--- src/rtl/wuf_pkg.sv ---
// shared types and constants for the websocket frame unmasker
package wuf_pkg;

    typedef enum logic [1:0] {
        STATUS_PAYLOAD     = 2'd0,
        STATUS_EMPTY_FRAME = 2'd1,
        STATUS_UNSUPPORTED = 2'd2
    } status_t;

    localparam logic [6:0] LEN_CODE_EXT16 = 7'd126;
    localparam logic [6:0] LEN_CODE_EXT64 = 7'd127;
    localparam logic [15:0] KEY_LAST_COUNT = 16'd3;

    typedef struct packed {
        logic [7:0]  payload_byte;
        status_t     status;
        logic        last_of_frame;
        logic [3:0]  frame_opcode;
        logic        fin_flag;
        logic [15:0] byte_index;
    } result_t;

endpackage

--- src/rtl/wuf_parser.sv ---
// frame header parser, key capture and payload unmasking for one request
module wuf_parser (
    input  logic             aclk,
    input  logic             aresetn,
    input  logic             byte_valid,
    input  logic [7:0]       rx_byte,
    output logic             res_valid,
    output wuf_pkg::result_t res
);
    import wuf_pkg::*;

    typedef enum logic [2:0] {
        PH_HDR0    = 3'd0,
        PH_HDR1    = 3'd1,
        PH_EXT_HI  = 3'd2,
        PH_EXT_LO  = 3'd3,
        PH_KEY     = 3'd4,
        PH_PAYLOAD = 3'd5,
        PH_SKIP    = 3'd6
    } phase_t;

    phase_t      phase_reg, phase_next;
    logic        fin_reg, fin_next;
    logic [3:0]  opcode_reg, opcode_next;
    logic        masked_reg, masked_next;
    logic [15:0] length_reg, length_next;
    logic [31:0] key_reg, key_next;
    logic [15:0] count_reg, count_next;

    logic [6:0]  len_code;
    logic [15:0] count_inc;
    logic [7:0]  key_byte;
    logic        payload_last;

    assign len_code     = rx_byte[6:0];
    assign count_inc    = count_reg + 16'd1;
    assign payload_last = (count_inc == length_reg);

    always_comb begin
        case (count_reg[1:0])
            2'd0:    key_byte = key_reg[31:24];
            2'd1:    key_byte = key_reg[23:16];
            2'd2:    key_byte = key_reg[15:8];
            default: key_byte = key_reg[7:0];
        endcase
    end

    always_comb begin
        phase_next  = phase_reg;
        fin_next    = fin_reg;
        opcode_next = opcode_reg;
        masked_next = masked_reg;
        length_next = length_reg;
        key_next    = key_reg;
        count_next  = count_reg;
        res_valid   = 1'b0;
        res.payload_byte  = 8'd0;
        res.status        = STATUS_PAYLOAD;
        res.last_of_frame = 1'b0;
        res.frame_opcode  = opcode_reg;
        res.fin_flag      = fin_reg;
        res.byte_index    = 16'd0;

        case (phase_reg)
            PH_HDR1: begin
                masked_next = rx_byte[7];
                if (len_code == LEN_CODE_EXT64) begin
                    phase_next        = PH_HDR0;
                    res_valid         = 1'b1;
                    res.status        = STATUS_UNSUPPORTED;
                    res.last_of_frame = 1'b1;
                end else if (len_code == LEN_CODE_EXT16) begin
                    phase_next = PH_EXT_HI;
                end else begin
                    length_next = {9'd0, len_code};
                    count_next  = 16'd0;
                    if (rx_byte[7]) begin
                        phase_next = PH_KEY;
                    end else if (len_code == 7'd0) begin
                        phase_next = PH_HDR0;
                    end else begin
                        phase_next = PH_SKIP;
                    end
                end
            end
            PH_EXT_HI: begin
                length_next = {rx_byte, 8'd0};
                phase_next  = PH_EXT_LO;
            end
            PH_EXT_LO: begin
                length_next = {length_reg[15:8], rx_byte};
                count_next  = 16'd0;
                if (masked_reg) begin
                    phase_next = PH_KEY;
                end else if ({length_reg[15:8], rx_byte} == 16'd0) begin
                    phase_next = PH_HDR0;
                end else begin
                    phase_next = PH_SKIP;
                end
            end
            PH_KEY: begin
                key_next   = {key_reg[23:0], rx_byte};
                count_next = count_inc;
                if (count_reg == KEY_LAST_COUNT) begin
                    count_next = 16'd0;
                    if (length_reg == 16'd0) begin
                        phase_next        = PH_HDR0;
                        res_valid         = 1'b1;
                        res.status        = STATUS_EMPTY_FRAME;
                        res.last_of_frame = 1'b1;
                    end else begin
                        phase_next = PH_PAYLOAD;
                    end
                end
            end
            PH_PAYLOAD: begin
                res_valid         = 1'b1;
                res.payload_byte  = rx_byte ^ key_byte;
                res.last_of_frame = payload_last;
                res.byte_index    = count_reg;
                count_next        = count_inc;
                if (payload_last) begin
                    phase_next = PH_HDR0;
                end
            end
            PH_SKIP: begin
                count_next = count_inc;
                if (payload_last) begin
                    phase_next = PH_HDR0;
                end
            end
            default: begin
                fin_next    = rx_byte[7];
                opcode_next = rx_byte[3:0];
                phase_next  = PH_HDR1;
            end
        endcase
    end

    always_ff @(posedge aclk) begin
        if (!aresetn) begin
            phase_reg  <= PH_HDR0;
            fin_reg    <= 1'b0;
            opcode_reg <= 4'd0;
            masked_reg <= 1'b0;
            length_reg <= 16'd0;
            key_reg    <= 32'd0;
            count_reg  <= 16'd0;
        end else if (byte_valid) begin
            phase_reg  <= phase_next;
            fin_reg    <= fin_next;
            opcode_reg <= opcode_next;
            masked_reg <= masked_next;
            length_reg <= length_next;
            key_reg    <= key_next;
            count_reg  <= count_next;
        end
    end

endmodule

--- src/rtl/websocket_frame_unmasker.sv ---
// Receive-side WebSocket frame unmasker. One byte of the frame stream is taken
// per request, one per cycle while m_ready stays high; a result is registered
// from the byte that causes it and held in the output register. Header
// bytes, extended length and masking key bytes give no result; each payload
// byte of a masked frame gives one unmasked byte, a masked empty frame gives
// one empty-frame result and a 64-bit length code gives an unsupported result.
// Unmasked frames are skipped. A new byte is taken in the same cycle the held
// result is taken, so the rate is set only by the output register handshake.
module websocket_frame_unmasker (
    input  logic                  aclk,
    input  logic                  aresetn,
    input  logic                  s_valid,
    output logic                  s_ready,
    input  logic [7:0]            s_rx_byte,
    output logic                  m_valid,
    input  logic                  m_ready,
    output logic [7:0]            m_payload_byte,
    output logic [1:0]            m_status,
    output logic                  m_last_of_frame,
    output logic [3:0]            m_frame_opcode,
    output logic                  m_fin_flag,
    output logic [15:0]           m_byte_index
);
    import wuf_pkg::*;

    logic    accept;
    logic    res_valid;
    result_t res;
    logic    m_valid_reg, m_valid_next;
    result_t result_reg;

    assign s_ready = !m_valid_reg || m_ready;
    assign accept  = s_valid && s_ready;

    wuf_parser u_parser (
        .aclk       (aclk),
        .aresetn    (aresetn),
        .byte_valid (accept),
        .rx_byte    (s_rx_byte),
        .res_valid  (res_valid),
        .res        (res)
    );

    always_comb begin
        m_valid_next = m_valid_reg;
        if (accept) begin
            m_valid_next = res_valid;
        end else if (m_ready) begin
            m_valid_next = 1'b0;
        end
    end

    always_ff @(posedge aclk) begin
        if (!aresetn) begin
            m_valid_reg <= 1'b0;
        end else begin
            m_valid_reg <= m_valid_next;
        end
    end

    always_ff @(posedge aclk) begin
        if (accept && res_valid) begin
            result_reg <= res;
        end
    end

    assign m_valid         = m_valid_reg;
    assign m_payload_byte  = result_reg.payload_byte;
    assign m_status        = result_reg.status;
    assign m_last_of_frame = result_reg.last_of_frame;
    assign m_frame_opcode  = result_reg.frame_opcode;
    assign m_fin_flag      = result_reg.fin_flag;
    assign m_byte_index    = result_reg.byte_index;

endmodule

--- config.mk ---
export PLATFORM = sky130hd
export DESIGN_NAME = websocket_frame_unmasker
export DESIGN_NICKNAME = d
export VERILOG_FILES = /design/src/rtl/wuf_pkg.sv /design/src/rtl/wuf_parser.sv /design/src/rtl/websocket_frame_unmasker.sv
export SDC_FILE = /design/constraint.sdc
export NUM_CORES = 1
export LEC_CHECK = 0
export BUFFER_PORTS_ARGS = -buffer_cell sky130_fd_sc_hd__buf_2
export CAP_MARGIN = 0
export CORE_MARGIN = 2
export CORE_UTILIZATION = 25
export DETAILED_ROUTE_END_ITERATION = 6
export PLACE_DENSITY = 0.41
export REMOVE_ABC_BUFFERS = 1
export SYNTH_ARGS = -nofsm -noshare
export SYNTH_HDL_FRONTEND = slang
export SYNTH_SLANG_ARGS = --single-unit
--- constraint.sdc ---
create_clock -name aclk -period 4.9 [get_ports aclk]
set_input_delay 0.245 -clock aclk [delete_from_list [all_inputs] [get_ports aclk]]
set_output_delay 0.245 -clock aclk [all_outputs]
set_load 0.05 [all_outputs]
# Word level (Yosys, flattened, before mapping)
# Index checks and enable logic that the tools add are counted.
[word_totals]
ff_bits = 106
in_bits = 12
output_inout_bits = 34
wordCells = 85
[classes]
n_addsub = 1
n_eq_ne = 16
n_mux = 29
n_bitwise = 3
n_reduce_logical = 21
[ops]
columns = ["op", "n"]
rows = [
  ["2-to-1 mux 16 bit", 5],
  ["one-hot mux 16 bit (4 select lines)", 1],
  ["one-hot mux 16 bit (3 select lines)", 1],
  ["2-to-1 mux 3 bit", 11],
  ["logical NOT 16 bit", 2],
  ["one-hot mux 8 bit (3 select lines)", 1],
  ["adder 16 x 1 -> 16 bit, second input constant", 1],
  ["equality test 16 bit", 1],
  ["equality test 16 x 2 -> 1 bit, second input constant", 1],
  ["one-hot mux 3 bit (5 select lines)", 1],
  ["equality test 7 bit, second input constant", 2],
  ["equality test 3 bit, second input constant", 3],
  ["AND reduction 4 bit", 2],
  ["XOR 8 bit", 1],
  ["logical NOT 7 bit", 1],
  ["equality test 3 x 2 -> 1 bit, second input constant", 2],
  ["one-hot mux 1 bit (3 select lines)", 2],
  ["AND reduction 2 bit", 3],
  ["OR reduction 6 bit", 1],
  ["2-to-1 mux 1 bit", 5],
  ["AND reduction 5 bit", 1],
  ["!= test 2 x 1 -> 1 bit, second input constant", 2],
  ["!= test 2 bit, second input constant", 2],
  ["one-hot mux 2 bit (2 select lines)", 1],
  ["14 further kinds", 17],
]

# Longest topological paths before layout
[depth]
word_depth = 6
depth_mapped = 10
ltp_nobuf = 9

# Modules after synthesis
# From an unflattened synthesis, not the netlist that was laid out.
[hier_totals]
hier_cells = 604
hier_area_um2 = 5521.5
[by_module_without_submodules]
columns = ["module", "instances", "cells_each", "area_per_inst_um2", "seq_area_each_um2"]
rows = [
  ["wuf_parser", 1, 566, 4489.3, 1461.4],
  ["websocket_frame_unmasker", 1, 38, 1032.2, 980.9],
]

# Least setup slack after synthesis
# No wires, ideal clock.
[synth_path]
path_kind = "reg2reg"
start = "reg u_parser.count_reg[0]"
end = "reg result_reg, in the netlist m_byte_index[0] (enable)"
setup_time_ns = 0.434
t_arrival_ns = 3.009
required_ns = 4.466
slack_ns = 1.457
path_stages_with_launch = 7
n_path_buf = 0
synth_period_minus_slack_ns = 3.443
path_cell_list = "dfxtp_1 > ha_1 > nor4b_1 > nand4_1 > nor3_1 > nor2_1 > a21oi_1"
[synth_between]
elab_chain_len = 4
[synth_rtl]
columns = ["item", "line", "source"]
rows = [
  ["start, declared", "wuf_parser.sv:28", "logic [15:0] count_reg, count_next;"],
  ["start signal, assigned", "wuf_parser.sv:156", "count_reg <= count_next;"],
  ["equality test 16 x 2 -> 1 bit", "wuf_parser.sv:104", "if (count_reg == KEY_LAST_COUNT) begin"],
  ["2-to-1 mux 1 bit", "wuf_parser.sv:104", ""],
  ["one-hot mux 1 bit (3 select lines)", "wuf_parser.sv:64", "case (phase_reg)"],
  ["logical AND 1 bit", "websocket_frame_unmasker.sv:62", "if (accept && res_valid) begin"],
  ["end signal, assigned", "websocket_frame_unmasker.sv:63", "result_reg <= res;"],
  ["end, declared", "websocket_frame_unmasker.sv:30", "result_t result_reg;"],
]
# No other way between the ends.
# A chain may end at the register's enable or synchronous reset.

# Worst setup path after layout
[layout_path]
start = "reg u_parser.count_reg[0]"
end = "reg u_parser.phase_reg[1]"
[layout_between]
elab_chain_len = 4
elab_cells_between_ends = 6
classes_between = "1 x add/sub; 4 x eq/ne; 1 x reduce/logical"
[layout_rtl]
columns = ["item", "line", "source"]
rows = [
  ["adder 16 x 1 -> 16 bit", "wuf_parser.sv:36", "assign count_inc = count_reg + 16'd1;"],
  ["equality test 16 bit", "wuf_parser.sv:37", "assign payload_last = (count_inc == length_reg);"],
  ["!= test 2 x 1 -> 1 bit (no line)", "-", ""],
  ["AND reduction 3 bit (no line) (*)", "-", ""],
  ["end signal, assigned", "wuf_parser.sv:150", "phase_reg <= phase_next;"],
  ["end, declared", "wuf_parser.sv:22", "phase_t phase_reg, phase_next;"],
]
# Mark *: on every way between the ends. The rest lies on a longest branch, timed or not.

==> reports/metrics.json <==
{
  "worst_setup_path": {
    "worstPathArrival_ns": 3.60,
    "crit_path_max_fo": 12,
    "longest_individual_stage_delay_on_the_worst_path_ns": 0.62,
    "cp_cell_sequence": "ha_1 > nand3_1 > or4_4 > nand3b_2 > or4b_1 > or4_4 > o31ai_2 > o311a_1",
    "path_class": "reg -> reg",
    "crit_path_end_kind": "register",
    "path_buf_inv": 0,
    "worst_path_most_repeated_cell": "sky130_fd_sc_hd__or4_4",
    "critPathSlowestCell": "sky130_fd_sc_hd__or4_4",
    "cp_top_delay_family": "simple AND/OR/NAND/NOR gates",
    "worst-endpoint-required_ns": 5.20,
    "crit_path_launch_type": "register"
  },
  "yosys": {
    "synth_sequential_area_ratio_pct": 45.0,
    "ys_top_cells_by_area": "sky130_fd_sc_hd__dfxtp_1 27%, sky130_fd_sc_hd__edfxtp_1 18%, sky130_fd_sc_hd__nand2_1 8.1%",
    "synth_ff_type": "sky130_fd_sc_hd__dfxtp_1",
    "number_of_flops_mapped_to_enable_cells_by_yosys": 32,
    "yosysWarningCount": 0,
    "async_reset_ff_share_pct": 0,
    "synthTopCellsByCount": "117 x sky130_fd_sc_hd__nand2_1, 74 x sky130_fd_sc_hd__dfxtp_1, 50 x sky130_fd_sc_hd__a21boi_0",
    "synth.cell_area_um2": 5430,
    "yosysTopAreaCellShare_pct": 27.3,
    "synth_most_common_cell": "sky130_fd_sc_hd__nand2_1",
    "synth.ff_latch_count": 106,
    "synth_cell_types": 61,
    "synth.largest_area_cell": "sky130_fd_sc_hd__dfxtp_1",
    "post_synth.cell_area_avg_um2": 8.69,
    "post_synth_inst_count": 625
  },
  "final_layout": {
    "final_layout_size_suffix_gt1_share_pct": 12.3,
    "synth_to_layout_area_growth_pct": 13.2,
    "finalNonFillerCells": 919,
    "final_util_pct": 29.1,
    "largest_reg_flops": 32,
    "final_nets": 656,
    "num_antenna_cells": 0,
    "final_cell_area_um2": 6150
  },
  "place": {
    "gp_congestion": 0.849,
    "io_buffer_count": 45,
    "placed_inst_area_um2": 5860,
    "detailed_placement_hpwl_mm": 11.0,
    "dp.cells": 903,
    "post_placement_setup_slack_ns": 1.62
  },
  "route": {
    "detailroute.via_count": 4595,
    "detail_route.vias_per_cell": 5.00,
    "drt-total-wl_mm": 15.9,
    "firstDrtPassIters": 5,
    "antenna_left": 0,
    "detail_route.iter0.violations": 337,
    "routedWlPerCell_um": 17.3,
    "route.detailed.drc": 0
  },
  "sta": {
    "final.setup.worst_slack_ns": 1.60,
    "timing.max_slew.rel_slack_pct": 26.7,
    "final.period_utilization_pct": 67.3,
    "timing.final.hold_violations": 0,
    "timing.final.setup_violations": 0,
    "finalSetupTns_ns": 0,
    "achievable-frequency_ghz": 0.303,
    "finalMaxSlewViolations": 0,
    "fin_worst_hold_slack_ns": 0.230,
    "rsz_0062_raised_after_global_routing": "false",
    "finalWorstPathRequiredPeriod_ns": 3.30,
    "skew_ns": 0.00738,
    "worstMarginPinSlew_ns": 1.09
  },
  "floorplan": {
    "fp-row-count": 53,
    "top_level_i_o_count": 46,
    "die_h_um": 151,
    "initial_core_util_pct": 25.7,
    "fp.dieArea_um2": 22900,
    "design.core.area_um2": 21200,
    "fp.dieW_um": 151
  },
  "pwr": {
    "report.power.total_mw": 1.88,
    "p_per_area_nw_per_um2": 306,
    "peakVddDrop_v": 0.000129,
    "leakage_power_nw": 2.01
  },
  "grt": {
    "grt_pass1_vias": 4546,
    "antenna_found_initial": 0,
    "grtUsageMet3_pct": 2.59,
    "grt_util_met1_pct": 19.5,
    "grt_max_degree": 76,
    "grt_busiest_layer": "met2",
    "grt_first_pass_wirelength_mm": 25.5,
    "track_usage_pct": 14.6,
    "grt_util_met2_pct": 23.6,
    "grt-ovfl-total": 0
  },
  "cts": {
    "cts_hold_buffers": 0,
    "insertion_delay_ns": 0.36,
    "cts_resized": 0,
    "max-clock-path-buffers": 2,
    "cts_max_level": 3,
    "root_buffer": "sky130_fd_sc_hd__clkbuf_16",
    "cts_buffers": 9,
    "clk_slew_on_worst_s_h_paths_ns": 0.08,
    "number_of_setup_buffers_added_after_cts": 0,
    "clock_sink_count": 106,
    "cts_tree": "built"
  },
  "job": {
    "maxCapViolations": 0
  },
  "hold_path": {
    "timing.hold.worst.class": "in -> reg"
  },
  "run_status": {
    "outcome": "finished, final reports clean"
  }
}
==> cell usage in the layout, fill, tap and decap left out, types with 4 or more instances in the layout <==
cell type	Yosys	final
sky130_fd_sc_hd__buf_2	5	45
sky130_fd_sc_hd__ha_1	5	5
sky130_fd_sc_hd__dfxtp_1	74	74
sky130_fd_sc_hd__nor2b_1	20	20
sky130_fd_sc_hd__inv_1	8	8
sky130_fd_sc_hd__nor4_1	13	13
sky130_fd_sc_hd__edfxtp_1	32	32
sky130_fd_sc_hd__mux2i_1	6	6
sky130_fd_sc_hd__nor3_1	20	19
sky130_fd_sc_hd__a222oi_1	8	8
sky130_fd_sc_hd__nand2_1	117	117
sky130_fd_sc_hd__nand4_1	4	4
sky130_fd_sc_hd__and2_1	14	14
sky130_fd_sc_hd__a21boi_0	50	50
sky130_fd_sc_hd__or4_1	4	4
sky130_fd_sc_hd__xor2_1	6	6
sky130_fd_sc_hd__clkbuf_16	0	9
sky130_fd_sc_hd__nor3b_1	4	4
sky130_fd_sc_hd__and3_1	5	5
sky130_fd_sc_hd__buf_4	3	4
sky130_fd_sc_hd__nor2_1	30	29
sky130_fd_sc_hd__xnor2_1	23	23
sky130_fd_sc_hd__nand3_1	36	36
sky130_fd_sc_hd__a21oi_1	17	16
sky130_fd_sc_hd__o21ai_0	29	29
==> worst reg2reg max path: cells and delay by family, from the launching register on <==
family,cells,cell delay [ns]
and+or+nand+nor,5,2.07
DFF,1,0.50
AOI/OAI and AO/OA,2,0.38
adders and majority gates,1,0.30
==> cell type report <==
type                            count  area (µm²)
Fill cell                        2252       15000
Multi-Input combinational cell    464        2780
Sequential cell                   106        2440
Tap cell                          275         344
Timing Repair Buffer               49         255
Clock buffer                       10         239
Clock inverter                      6        55.1
Inverter                            9        33.8
==> final timing paths <==
kind | start | endpoint | slack, ns | cells after the start
worst max-delay path | u_parser.count_reg[0] | u_parser.phase_reg[1] | 1.60 | 8
worst min-delay path | s_rx_byte[4] | u_parser.key_reg[4] | 0.23 | 3
worst max register to register | u_parser.count_reg[0] | u_parser.phase_reg[1] | 1.60 | 8
worst min register to register | u_parser.opcode_reg[2] | m_frame_opcode[2] | 0.44 | 0
==> where the power goes <==
group / switching (mW) / internal (mW)
combinational: 0.141 / 0.0615
clock: 0.366 / 0.372
sequential: 0.0202 / 0.919
total: 0.528 / 1.35
==> logic make-up after synthesis <==
| logic type | count (synthesis) | synth area share (%) |
|---|---|---|
| compound gates | 138 | 17.6 |
| xor+xnor | 29 | 4.68 |
| fa+ha+maj | 5 | 1.15 |
| buf+inv | 55 | 4.28 |
| flops | 106 | 45.0 |
| mux | 6 | 1.11 |
| simple gates | 286 | 26.2 |
==> layer usage <==
| metal | vias to the layer above | part of all wire, % | wire [µm] |
|---|---|---|---|
| met2 | 109 | 46 | 7380 |
| met1 | 2216 | 47 | 7500 |
| met3 | 23 | 4.5 | 714 |
| li1 | 2247 | - | - |
| met4 | 0 | 2.0 | 319 |
| met5 | - | 0 | 0 |
(Power assumes the default switching activity.)
